$ cat config.mk
export PLATFORM = sky130hd
export DESIGN_NAME = traffic_light_arbiter_unit
export DESIGN_NICKNAME = d
export VERILOG_FILES = /design/src/tla_pkg.sv /design/src/traffic_light_arbiter_unit.sv
export SDC_FILE = /design/constraint.sdc
export NUM_CORES = 1
export LEC_CHECK = 0
export BUFFER_PORTS_ARGS = -buffer_cell sky130_fd_sc_hd__buf_2
export CORE_ASPECT_RATIO = 1.75
export CORE_UTILIZATION = 60
export DETAILED_ROUTE_END_ITERATION = 12
export PLACE_DENSITY = 0.82
export SLEW_MARGIN = 40
export SYNTH_ARGS = -nofsm -noshare
export SYNTH_HDL_FRONTEND = slang
export SYNTH_SLANG_ARGS = --single-unit
$ cat constraint.sdc
create_clock -name clk_i -period 7.45 [get_ports clk_i]
set_input_delay 0.745 -clock clk_i [delete_from_list [all_inputs] [get_ports clk_i]]
set_output_delay 0.745 -clock clk_i [all_outputs]
set_load 0.03 [all_outputs]
$ cat src/tla_pkg.sv
// Package for the traffic light arbiter: direction indices, counter widths
// and configuration register addresses. No dependencies.
package tla_pkg;

  localparam int unsigned NumDirs  = 4;
  localparam int unsigned CntW     = 8;
  localparam int unsigned ArriveW  = 4;
  localparam int unsigned PaddrW   = 3;
  localparam int unsigned PdataW   = 32;

  localparam int unsigned DirNs = 0;
  localparam int unsigned DirSn = 1;
  localparam int unsigned DirWe = 2;
  localparam int unsigned DirEw = 3;

  localparam logic [PaddrW-1:0] AddrWaitLimit = 3'd0;
  localparam logic [PaddrW-1:0] AddrHoldTicks = 3'd4;

  localparam logic [CntW-1:0] WaitLimitRst = 8'd5;
  localparam logic [CntW-1:0] HoldTicksRst = 8'd3;
  localparam logic [CntW-1:0] CntMax       = 8'hFF;

  typedef logic [CntW-1:0]    cnt_t;
  typedef logic [NumDirs-1:0] light_t;

endpackage

$ cat src/traffic_light_arbiter_unit.sv
// Top level of the traffic light arbiter: queue, wait and hold state, the
// axis decision and a two-entry result buffer. Depends on tla_pkg.
//
// Usage: one input item is one tick carrying car arrivals for four
// directions (valid/stall handshake, accepted when in_valid_i is high and
// in_stall_o is low). Each item yields exactly one result item with the four
// light bits, presented on out_valid_o and taken when out_stall_i is low.
// The state update and the lights are computed from the registered state
// and the accepted arrivals and land at the accepting edge in the output
// register, or in the skid register while the output register holds a
// stalled item. Throughput is one item per cycle while in_stall_o is low.
// When the receiver stalls, the output register holds its item and one more
// item is taken into a skid register; in_stall_o rises only while the skid
// register is full, so input stall is a registered signal.
// Reset clears queues, wait counts, the hold counter, selects north-south
// green, empties the result buffer and loads wait_limit = 5, hold_ticks = 3.
// Configuration goes through the APB port: wait_limit at address 0,
// hold_ticks at address 4; write only while the block is idle.
module traffic_light_arbiter_unit (
  input  logic                       clk_i,
  input  logic                       rst_ni,
  input  logic                       psel,
  input  logic                       penable,
  input  logic                       pwrite,
  input  logic [tla_pkg::PaddrW-1:0] paddr,
  input  logic [tla_pkg::PdataW-1:0] pwdata,
  output logic [tla_pkg::PdataW-1:0] prdata,
  output logic                       pready,
  input  logic                       in_valid_i,
  output logic                       in_stall_o,
  input  logic [3:0]                 arrive_north_south_i,
  input  logic [3:0]                 arrive_south_north_i,
  input  logic [3:0]                 arrive_west_east_i,
  input  logic [3:0]                 arrive_east_west_i,
  output logic                       out_valid_o,
  input  logic                       out_stall_i,
  output logic                       light_north_south_o,
  output logic                       light_south_north_o,
  output logic                       light_west_east_o,
  output logic                       light_east_west_o
);
  import tla_pkg::*;

  cnt_t   wait_limit_q, hold_ticks_q;
  cnt_t   queue_q [NumDirs];
  cnt_t   queue_d [NumDirs];
  cnt_t   wait_q  [NumDirs];
  cnt_t   wait_d  [NumDirs];
  cnt_t   hold_q, hold_d;
  logic   ewg_q, ewg_d;

  logic               out_valid_q, skid_valid_q;
  light_t             out_data_q, skid_data_q;

  logic [ArriveW-1:0] arrive [NumDirs];
  cnt_t               q_add  [NumDirs];
  logic [CntW:0]      q_sum  [NumDirs];
  cnt_t               w_mid  [NumDirs];
  logic [CntW:0]      ns_total, ew_total;
  logic               ewg_a, ewg_b;
  logic               sw_ns, sw_ew;
  logic               green, has_cars;
  light_t             light;
  logic               in_fire, out_fire, cfg_wr;

  assign arrive[DirNs] = arrive_north_south_i;
  assign arrive[DirSn] = arrive_south_north_i;
  assign arrive[DirWe] = arrive_west_east_i;
  assign arrive[DirEw] = arrive_east_west_i;

  assign in_stall_o = skid_valid_q;
  assign in_fire    = in_valid_i && !skid_valid_q;
  assign out_fire   = out_valid_q && !out_stall_i;

  // configuration port
  assign pready = 1'b1;
  assign cfg_wr = psel && penable && pwrite;

  always_comb begin
    prdata = '0;
    case (paddr)
      AddrWaitLimit: prdata = {{(PdataW-CntW){1'b0}}, wait_limit_q};
      AddrHoldTicks: prdata = {{(PdataW-CntW){1'b0}}, hold_ticks_q};
      default:       prdata = '0;
    endcase
  end

  always_ff @(posedge clk_i or negedge rst_ni) begin
    if (!rst_ni) begin
      wait_limit_q <= WaitLimitRst;
      hold_ticks_q <= HoldTicksRst;
    end else if (cfg_wr) begin
      if (paddr == AddrWaitLimit) wait_limit_q <= pwdata[CntW-1:0];
      if (paddr == AddrHoldTicks) hold_ticks_q <= pwdata[CntW-1:0];
    end
  end

  // tick update
  always_comb begin
    for (int i = 0; i < NumDirs; i++) begin
      q_sum[i] = {1'b0, queue_q[i]} + {{(CntW+1-ArriveW){1'b0}}, arrive[i]};
      q_add[i] = q_sum[i][CntW] ? CntMax : q_sum[i][CntW-1:0];
      w_mid[i] = wait_q[i];
    end
    ns_total = {1'b0, q_add[DirNs]} + {1'b0, q_add[DirSn]};
    ew_total = {1'b0, q_add[DirWe]} + {1'b0, q_add[DirEw]};

    hold_d = hold_q;
    ewg_a  = ewg_q;
    ewg_b  = ewg_q;
    ewg_d  = ewg_q;
    sw_ns  = 1'b0;
    sw_ew  = 1'b0;
    if (hold_q != '0) begin
      hold_d = hold_q - cnt_t'(1);
    end else begin
      ewg_a = ewg_q || (ns_total < ew_total);
      sw_ns = ewg_a && (wait_q[DirNs] > wait_limit_q || wait_q[DirSn] > wait_limit_q);
      ewg_b = sw_ns ? 1'b0 : ewg_a;
      sw_ew = !ewg_b && (wait_q[DirWe] > wait_limit_q || wait_q[DirEw] > wait_limit_q);
      ewg_d = sw_ew ? 1'b1 : ewg_b;
      if (sw_ns || sw_ew) hold_d = hold_ticks_q;
      if (sw_ns) begin
        w_mid[DirNs] = '0;
        w_mid[DirSn] = '0;
      end
      if (sw_ew) begin
        w_mid[DirWe] = '0;
        w_mid[DirEw] = '0;
      end
    end

    for (int i = 0; i < NumDirs; i++) begin
      green    = ((i == DirWe) || (i == DirEw)) == ewg_d;
      has_cars = q_add[i] != '0;
      light[i] = green && has_cars;
      wait_d[i] = w_mid[i];
      if (!green && has_cars && w_mid[i] != CntMax) wait_d[i] = w_mid[i] + cnt_t'(1);
      queue_d[i] = q_add[i] - {{(CntW-1){1'b0}}, light[i]};
    end
  end

  always_ff @(posedge clk_i or negedge rst_ni) begin
    if (!rst_ni) begin
      for (int i = 0; i < NumDirs; i++) begin
        queue_q[i] <= '0;
        wait_q[i]  <= '0;
      end
      hold_q <= '0;
      ewg_q  <= 1'b0;
    end else if (in_fire) begin
      queue_q <= queue_d;
      wait_q  <= wait_d;
      hold_q  <= hold_d;
      ewg_q   <= ewg_d;
    end
  end

  // result buffer: output register plus skid register
  always_ff @(posedge clk_i or negedge rst_ni) begin
    if (!rst_ni) begin
      out_valid_q  <= 1'b0;
      skid_valid_q <= 1'b0;
    end else begin
      if (out_fire || !out_valid_q) begin
        if (skid_valid_q) begin
          out_valid_q  <= 1'b1;
          skid_valid_q <= 1'b0;
        end else begin
          out_valid_q <= in_fire;
        end
      end else if (in_fire) begin
        skid_valid_q <= 1'b1;
      end
    end
  end

  always_ff @(posedge clk_i) begin
    if (out_fire || !out_valid_q) begin
      if (skid_valid_q) begin
        out_data_q <= skid_data_q;
      end else if (in_fire) begin
        out_data_q <= light;
      end
    end else if (in_fire) begin
      skid_data_q <= light;
    end
  end

  assign out_valid_o         = out_valid_q;
  assign light_north_south_o = out_data_q[DirNs];
  assign light_south_north_o = out_data_q[DirSn];
  assign light_west_east_o   = out_data_q[DirWe];
  assign light_east_west_o   = out_data_q[DirEw];

endmodule

Word level (Yosys, flattened, before mapping)

Cells that the tools add are included.

Reductions and logical operators: 42
$lt $le $gt $ge: 5
Multiplexer cells: 22
Equality and inequality tests: 5
Bitwise operators: 2
Add/subtract/negate cells: 15

Operators by type and width:

| operator            | number |
|---|---|
| $mux 8              | 10 |
| $reduce_bool 8->1   | 5 |
| $add 8x4->9         | 4 |
| $add 8x1->8 const B | 4 |
| $gt 8x8->1          | 4 |
| $mux 16             | 2 |
| $mux 32             | 1 |
| $ne 8x8->1 const B  | 4 |
| $sub 8x1->8         | 4 |
| $add 8x8->9         | 2 |
| $logic_and 1x1->1   | 18 |
| $pmux 8 s2          | 1 |
| $reduce_and 2->1    | 5 |
| $lt 9x9->1          | 1 |
| $mux 4              | 2 |
| $sub 8x1->8 const B | 1 |
| $mux 1              | 6 |
| $reduce_bool 2->1   | 3 |
| $logic_not 1->1     | 5 |
| $logic_or 1x1->1    | 5 |
| $eq 3x3->1 const B  | 1 |
| $logic_not 3->1     | 1 |
| $not 1->1           | 2 |

Input bits: 58
Flip-flop bits (word level): 99
Output and inout port bits: 39

Depth between registers and ports, before layout

Depth after elaboration: 15
Gate-level depth with buffers: 33

Worst setup path after synthesis

OpenSTA, ideal clock, no wires.

Path type: input to register
From: input arrive_east_west_i[0]
To: register queue_q[21] in the netlist's numbering
Data required time: 7.317 ns
Path slack: 1.305 ns
Setup time: 0.133 ns
Path buffers: 2
Arrival: 6.011 ns
Stages on the path: 33
Cells stage by stage: ha_1 > fa_1 > a211oi_1 > nor2_1 > nand2_1 > nor2_1 > nor2_1 > inv_1 > ha_1 > fa_1 > a21oi_1 > nor2_1 > nor2_1 > o21bai_1 > a21oi_1 > xnor2_1 > ha_1 > a21o_1 > nand3_1 > a21oi_1 > a21oi_1 > nand3_1 > o2bb2ai_1 > buf_2 > clkbuf_1 > inv_1 > nor2_1 > ha_1 > inv_1 > or2_2 > nor4_1 > xnor2_1 > o21ai_0

Longest elaborated chain between the ends: 14

RTL lines:

| element              | RTL line                          | RTL |
|---|---|---|
| from (decl)          | traffic_light_arbiter_unit.sv:34  | `input logic [3:0] arrive_east_west_i,` |
| $add 8x4->9 *        | traffic_light_arbiter_unit.sv:101 | `q_sum[i] = {1'b0, queue_q[i]} + {{(CntW+1-ArriveW){1'b0}}, arrive[i]};` |
| $mux 8 *             | traffic_light_arbiter_unit.sv:102 | `q_add[i] = q_sum[i][CntW] ? CntMax : q_sum[i][CntW-1:0];` |
| $add 8x8->9 *        | traffic_light_arbiter_unit.sv:106 | `ew_total = {1'b0, q_add[DirWe]} + {1'b0, q_add[DirEw]};` |
| $lt 9x9->1 *         | traffic_light_arbiter_unit.sv:117 | `ewg_a = ewg_q \|\| (ns_total < ew_total);` |
| $logic_or 1x1->1 *   | traffic_light_arbiter_unit.sv:117 |  |
| $logic_and 1x1->1    | traffic_light_arbiter_unit.sv:118 | `sw_ns = ewg_a && (wait_q[DirNs] > wait_limit_q \|\| wait_q[DirSn] > wait_limit_q);` |
| $mux 1 *             | traffic_light_arbiter_unit.sv:119 | `ewg_b = sw_ns ? 1'b0 : ewg_a;` |
| $logic_not 1->1      | traffic_light_arbiter_unit.sv:120 | `sw_ew = !ewg_b && (wait_q[DirWe] > wait_limit_q \|\| wait_q[DirEw] > wait_limit_q);` |
| $logic_and 1x1->1    | traffic_light_arbiter_unit.sv:120 |  |
| $mux 1 *             | traffic_light_arbiter_unit.sv:121 | `ewg_d = sw_ew ? 1'b1 : ewg_b;` |
| $mux 1 *             | traffic_light_arbiter_unit.sv:114 | `if (hold_q != '0) begin` |
| $not 1->1 *          | traffic_light_arbiter_unit.sv:134 | `green = ((i == DirWe) \|\| (i == DirEw)) == ewg_d;` |
| $logic_and 1x1->1 *  | traffic_light_arbiter_unit.sv:136 | `light[i] = green && has_cars;` |
| net light[1]         | traffic_light_arbiter_unit.sv:63  | `light_t light;` |
| $sub 8x1->8 *        | traffic_light_arbiter_unit.sv:139 | `queue_d[i] = q_add[i] - {{(CntW-1){1'b0}}, light[i]};` |
| to (signal assigned) | traffic_light_arbiter_unit.sv:152 | `queue_q <= queue_d;` |
| to (decl)            | traffic_light_arbiter_unit.sv:45  | `cnt_t queue_q [NumDirs];` |

The timed path passes the listed nets; every way through them passes the cells marked *.
A chain may end at the register's enable or synchronous reset.

Final worst setup path

From: input arrive_east_west_i[0]
To: register queue_q[7] in the netlist's numbering

Longest elaborated chain between the ends: 13
Elaborated cells on any way between the ends: 14
Classes of those cells: 3 x add/sub; 1 x order compare; 4 x mux; 6 x reduce/logical

RTL lines:

| element             | RTL line |
|---|---|
| $add 8x4->9 *       | traffic_light_arbiter_unit.sv:101 |
| $mux 8 *            | traffic_light_arbiter_unit.sv:102 |
| $add 8x8->9         | traffic_light_arbiter_unit.sv:106 |
| $lt 9x9->1          | traffic_light_arbiter_unit.sv:117 |
| $logic_or 1x1->1    | traffic_light_arbiter_unit.sv:117 |
| $logic_and 1x1->1   | traffic_light_arbiter_unit.sv:118 |
| $mux 1              | traffic_light_arbiter_unit.sv:119 |
| $logic_not 1->1     | traffic_light_arbiter_unit.sv:120 |
| $logic_and 1x1->1   | traffic_light_arbiter_unit.sv:120 |
| $mux 1              | traffic_light_arbiter_unit.sv:121 |
| $mux 1              | traffic_light_arbiter_unit.sv:114 |
| $logic_and 1x1->1 * | traffic_light_arbiter_unit.sv:136 |
| net light[3]        | traffic_light_arbiter_unit.sv:63 |
| $sub 8x1->8 *       | traffic_light_arbiter_unit.sv:139 |

Marked as above.

==> results by stage <==
Die:
- Row generation in the floorplan step produced 55 rows.
- From left edge to right edge, the die measures 89.6 µm.
- The floorplan step set the die height to 155 µm.
- The die outline area is 13900 µm².
- The boundary pin count is 97.
- For this configuration, the core starts out at a cell density of 0.619.
- The floorplan step defined a core boundary enclosing 13000 µm².

CTS:
- The number of setup buffers added after CTS is 0.
- For this design, the sink count on the clock tree is 99.
- The number of hold buffers added after CTS is 0.
- The total number of H-tree levels is 3.
- TritonCTS built the clock tree.
- The maximum root-to-sink buffer count is 2.
- In this run, post-CTS repair resized a total of 0 instances.
- TritonCTS created 9 clock buffers.
- Clock tree synthesis selected as its root buffer the cell sky130_fd_sc_hd__clkbuf_16.
- The clock edge transition at the registers on the reported setup and hold paths is 0.07 ns.
- Clock latency on the worst-skew pair, taken at its later pin, is 0.35 ns.

Global route:
- The global router's overall resource usage is 0.276.
- The number of global-route vias before repair is 6704.
- The first-pass GRT wire length is 30.1 mm.
- Entering global routing, the biggest net connects 77 pins.
- The initial antenna violation count is 0.
- The remaining global-route overflow is 0.

Critical path:
- The worst setup path is captured at a flop.
- The arrival time at the worst endpoint is 6.90 ns.
- Counting both buffers and inverters, the worst setup path holds a total of 3.
- The worst-path cell with the longest stage delay is sky130_fd_sc_hd__nor4_1.
- The delay of the slowest cell on the worst path is 0.53 ns.
- Along the worst path, the maximum fanout reaches 14.
- STA classifies the critical path startpoint as an input port.
- By startpoint and endpoint, the worst setup path is classified as in -> reg.
- The family of cells with the greatest summed delay on the critical path is compound AO/OA/AOI/OAI gates.
- The data required time at the worst endpoint is 7.72 ns.

Synth:
- The synthesized instance count is 915.
- Summing every instance area after synthesis gives 8060 µm².
- The register area share after synthesis is 0.313.
- A synthesized cell averages 8.80 µm².
- After synthesis the netlist holds a flip-flop and latch count of 99.
- The most frequently used flop master after synthesis is sky130_fd_sc_hd__dfrtp_1.
- The number of flops mapped to enable cells by yosys is 8.
- The number of distinct standard cells referenced by the synthesized netlist is 74.
- In the post-synthesis netlist, the biggest area contributors are sky130_fd_sc_hd__dfrtp_1 (27%), sky130_fd_sc_hd__ha_1 (13%), sky130_fd_sc_hd__nand2_1 (4.9%), sky130_fd_sc_hd__xnor2_1 (4.0%), sky130_fd_sc_hd__o21ai_0 (3.5%).
- The post-synthesis cell type with the largest combined area is sky130_fd_sc_hd__dfrtp_1.
- The warning count from the yosys run is 0.
- The area share of the leading cell type in the synthesized netlist is 0.270.
- After synthesis, the share of flip-flops with an asynchronous set or reset is 0.919.

Min path:
- The type of the worst min-delay path is in -> async.

Power and ir drop:
- The total power divided by cell area is 482 nW/µm².
- Summed over all cells, the static leakage comes to 4.04 nW.
- VDD sags by at most 0.398 mV.
- The completed layout was analyzed and its total power is 4.18 mW.

STA:
- The maximum clock frequency is 151 MHz.
- Setup violations remaining at the end of the flow were counted as 0.
- Setup repair after global routing left no endpoint under its margin.
- On the final layout, the worst clock skew is 0.0113 ns.
- The number of hold violations in the final report is 0.
- The number of max-slew violations in the final report is 0.
- The total negative setup slack is 0 ns.
- In this run the tightest slew margin relative to its limit is 0.460.
- The post-layout minimum cycle time is 6.62 ns.
- In the finished design, the share of the clock period the worst path needs comes to 0.889.
- The transition time at the pin with the least slew margin is 0.809 ns.

Run:
- Across the run, the number of max-cap violations was 0.

Placement:
- Input and output buffers added on the ports amount to 47.
- The final HPWL from detailed placement is 13.6 mm.
- The congestion estimate from routability-driven global placement came to 0.873.

Detailed routing:
- The number of nets still failing antenna checks after routing is 0.
- The total vias in the final route is 6761.
- The detailed-routing iteration count for the pre-antenna-repair pass is 5.
- Dividing the detail-routed wire length by the instance count gives 15.9 µm.
- For this block, the initial DRC count from the detailed router was 294.
- After detailed routing, the total wire length is 17.9 mm.
- The via count normalized by instance count is 6.00.
- The number of DRC violations after detailed routing is 0.

Final layout:
- The fraction of final layout cells with drive strength greater than 1 is 0.133.
- The repair_antennas step left the layout with diodes totalling 0.
- The final net count is 1098.
- The relative area change from synthesis to final layout is 7.63%.

Run status:
- The run finished with clean final reports.
## worst register-to-register path: cells and delay by family (launching register included)
| family | cells | cell delay, ns |
|---|---|---|
| xor+xnor | 1 | 0.18 |
| simple gates | 11 | 1.92 |
| buf+inv | 2 | 0.29 |
| flops | 1 | 0.40 |
| fa+ha+maj | 6 | 1.74 |
| compound gates | 11 | 1.93 |
## registers in the layout, summed over array words and instances, names as in the netlist
name	cells
wait_q	32
in_stall_o	1
wait_limit_q	8
skid_data_q	4
hold_q	8
hold_ticks_q	8
ewg_q	1
out_valid_o	1
out_data_q	4
queue_q	32
## final cells by class
| cell class | count | area (µm²) |
|---|---|---|
| clock buffers | 10 | 250 |
| clock inverters | 6 | 66.3 |
| fillers | 1056 | 4340 |
| inverters | 50 | 188 |
| multi-input cells | 736 | 5140 |
| flip-flops and latches | 99 | 2520 |
| well taps | 171 | 214 |
| repair buffers | 54 | 290 |
## through the flow
step	util	instances	hold slack [ns]	worst slack, ns	area (µm²)
CTS	0.667	1126	0.386	0.834	8670
finish	0.667	1126	0.366	0.825	8670
detailed placement	0.642	1110	0.479	0.522	8350
global placement	0.642	1110	0.467	0.672	8350
global route	0.667	1126	0.409	0.0660	8670
floorplan	-	938	0.443	1.31	8140
## final timing paths
kind                                    startpoint                 endpoint  slack (ns)  depth (start not counted)
max                          arrive_east_west_i[0]   queue_q[7]$_DFFE_PN0P_        0.83                         32
min                                         rst_ni  queue_q[27]$_DFFE_PN0P_        0.37                          1
max reg2reg                 queue_q[0]$_DFFE_PN0P_   queue_q[7]$_DFFE_PN0P_        0.94                         31
min reg2reg                queue_q[27]$_DFFE_PN0P_  queue_q[27]$_DFFE_PN0P_        0.49                          2
max in group asynchronous                   rst_ni   queue_q[9]$_DFFE_PN0P_        6.00                          2
min in group clk_i         queue_q[27]$_DFFE_PN0P_  queue_q[27]$_DFFE_PN0P_        0.49                          2
## layer usage
metal / vias up / part of all wire / GRT usage
met4: 0 / 0.054 / 0.163
met1: 3215 / 0.38 / 0.297
met5: - / 0 / 0
met3: 67 / 0.032 / 0.0308
li1: 3283 / - / -
met2: 196 / 0.54 / 0.502
## cells in the final DEF, fill, tap and decap left out, types with 19 or more instances in the layout
cell type,instances
sky130_fd_sc_hd__a21oi_1,45
sky130_fd_sc_hd__and3_1,20
sky130_fd_sc_hd__buf_2,46
sky130_fd_sc_hd__conb_1,25
sky130_fd_sc_hd__dfrtp_1,87
sky130_fd_sc_hd__ha_1,84
sky130_fd_sc_hd__inv_1,50
sky130_fd_sc_hd__mux2_2,22
sky130_fd_sc_hd__mux2i_1,19
sky130_fd_sc_hd__nand2_1,106
sky130_fd_sc_hd__nand3_1,33
sky130_fd_sc_hd__nor2_1,72
sky130_fd_sc_hd__o21ai_0,56
sky130_fd_sc_hd__xnor2_1,37
sky130_fd_sc_hd__xor2_1,21
## cells in the mapped netlist, drive strengths merged (3+ instances only)
library cell    n
mux2           22
a22oi           3
o31ai           9
nor4           12
dfstp           4
fa              6
or2             7
ha             84
o21a            7
a21o           11
or4             3
clkbuf         22
a211o           3
xor2           21
and3           20
nand2b          8
o21ai          58
o311ai          3
o211ai         10
mux2i          19
nand4          17
a211oi          6
o21bai          6
nand3b          6
nand3          35
nor2           74
buf            31
nand2         107
nor2b          11
or3             4
edfxtp          8
inv            50
xnor2          37
a21oi          47
o211a           3
a31oi           9
dfrtp          87
and2            7
o22ai           5
nor3           12
## cells by family (layout without fill, tap and decap cells)
group | Yosys count | in the layout | share of synthesized area
AO/OA/AOI/OAI | 190 | 190 | 0.152
other | 2 | 25 | 0.000932
buffers and inverters | 103 | 120 | 0.0603
XOR/XNOR | 58 | 58 | 0.0631
adder cells (fa/ha/maj) | 91 | 91 | 0.147
flip-flops | 99 | 99 | 0.313
multiplexers | 41 | 41 | 0.0544
AND/OR/NAND/NOR | 331 | 331 | 0.210
## where the power goes
part           switching (mW)  leakage [nW]  internal, mW
logic                    1.58          2.67          1.19
registers               0.194          1.21         0.726
clock network           0.215         0.155         0.283
Power figures use the tool's default switching activity.
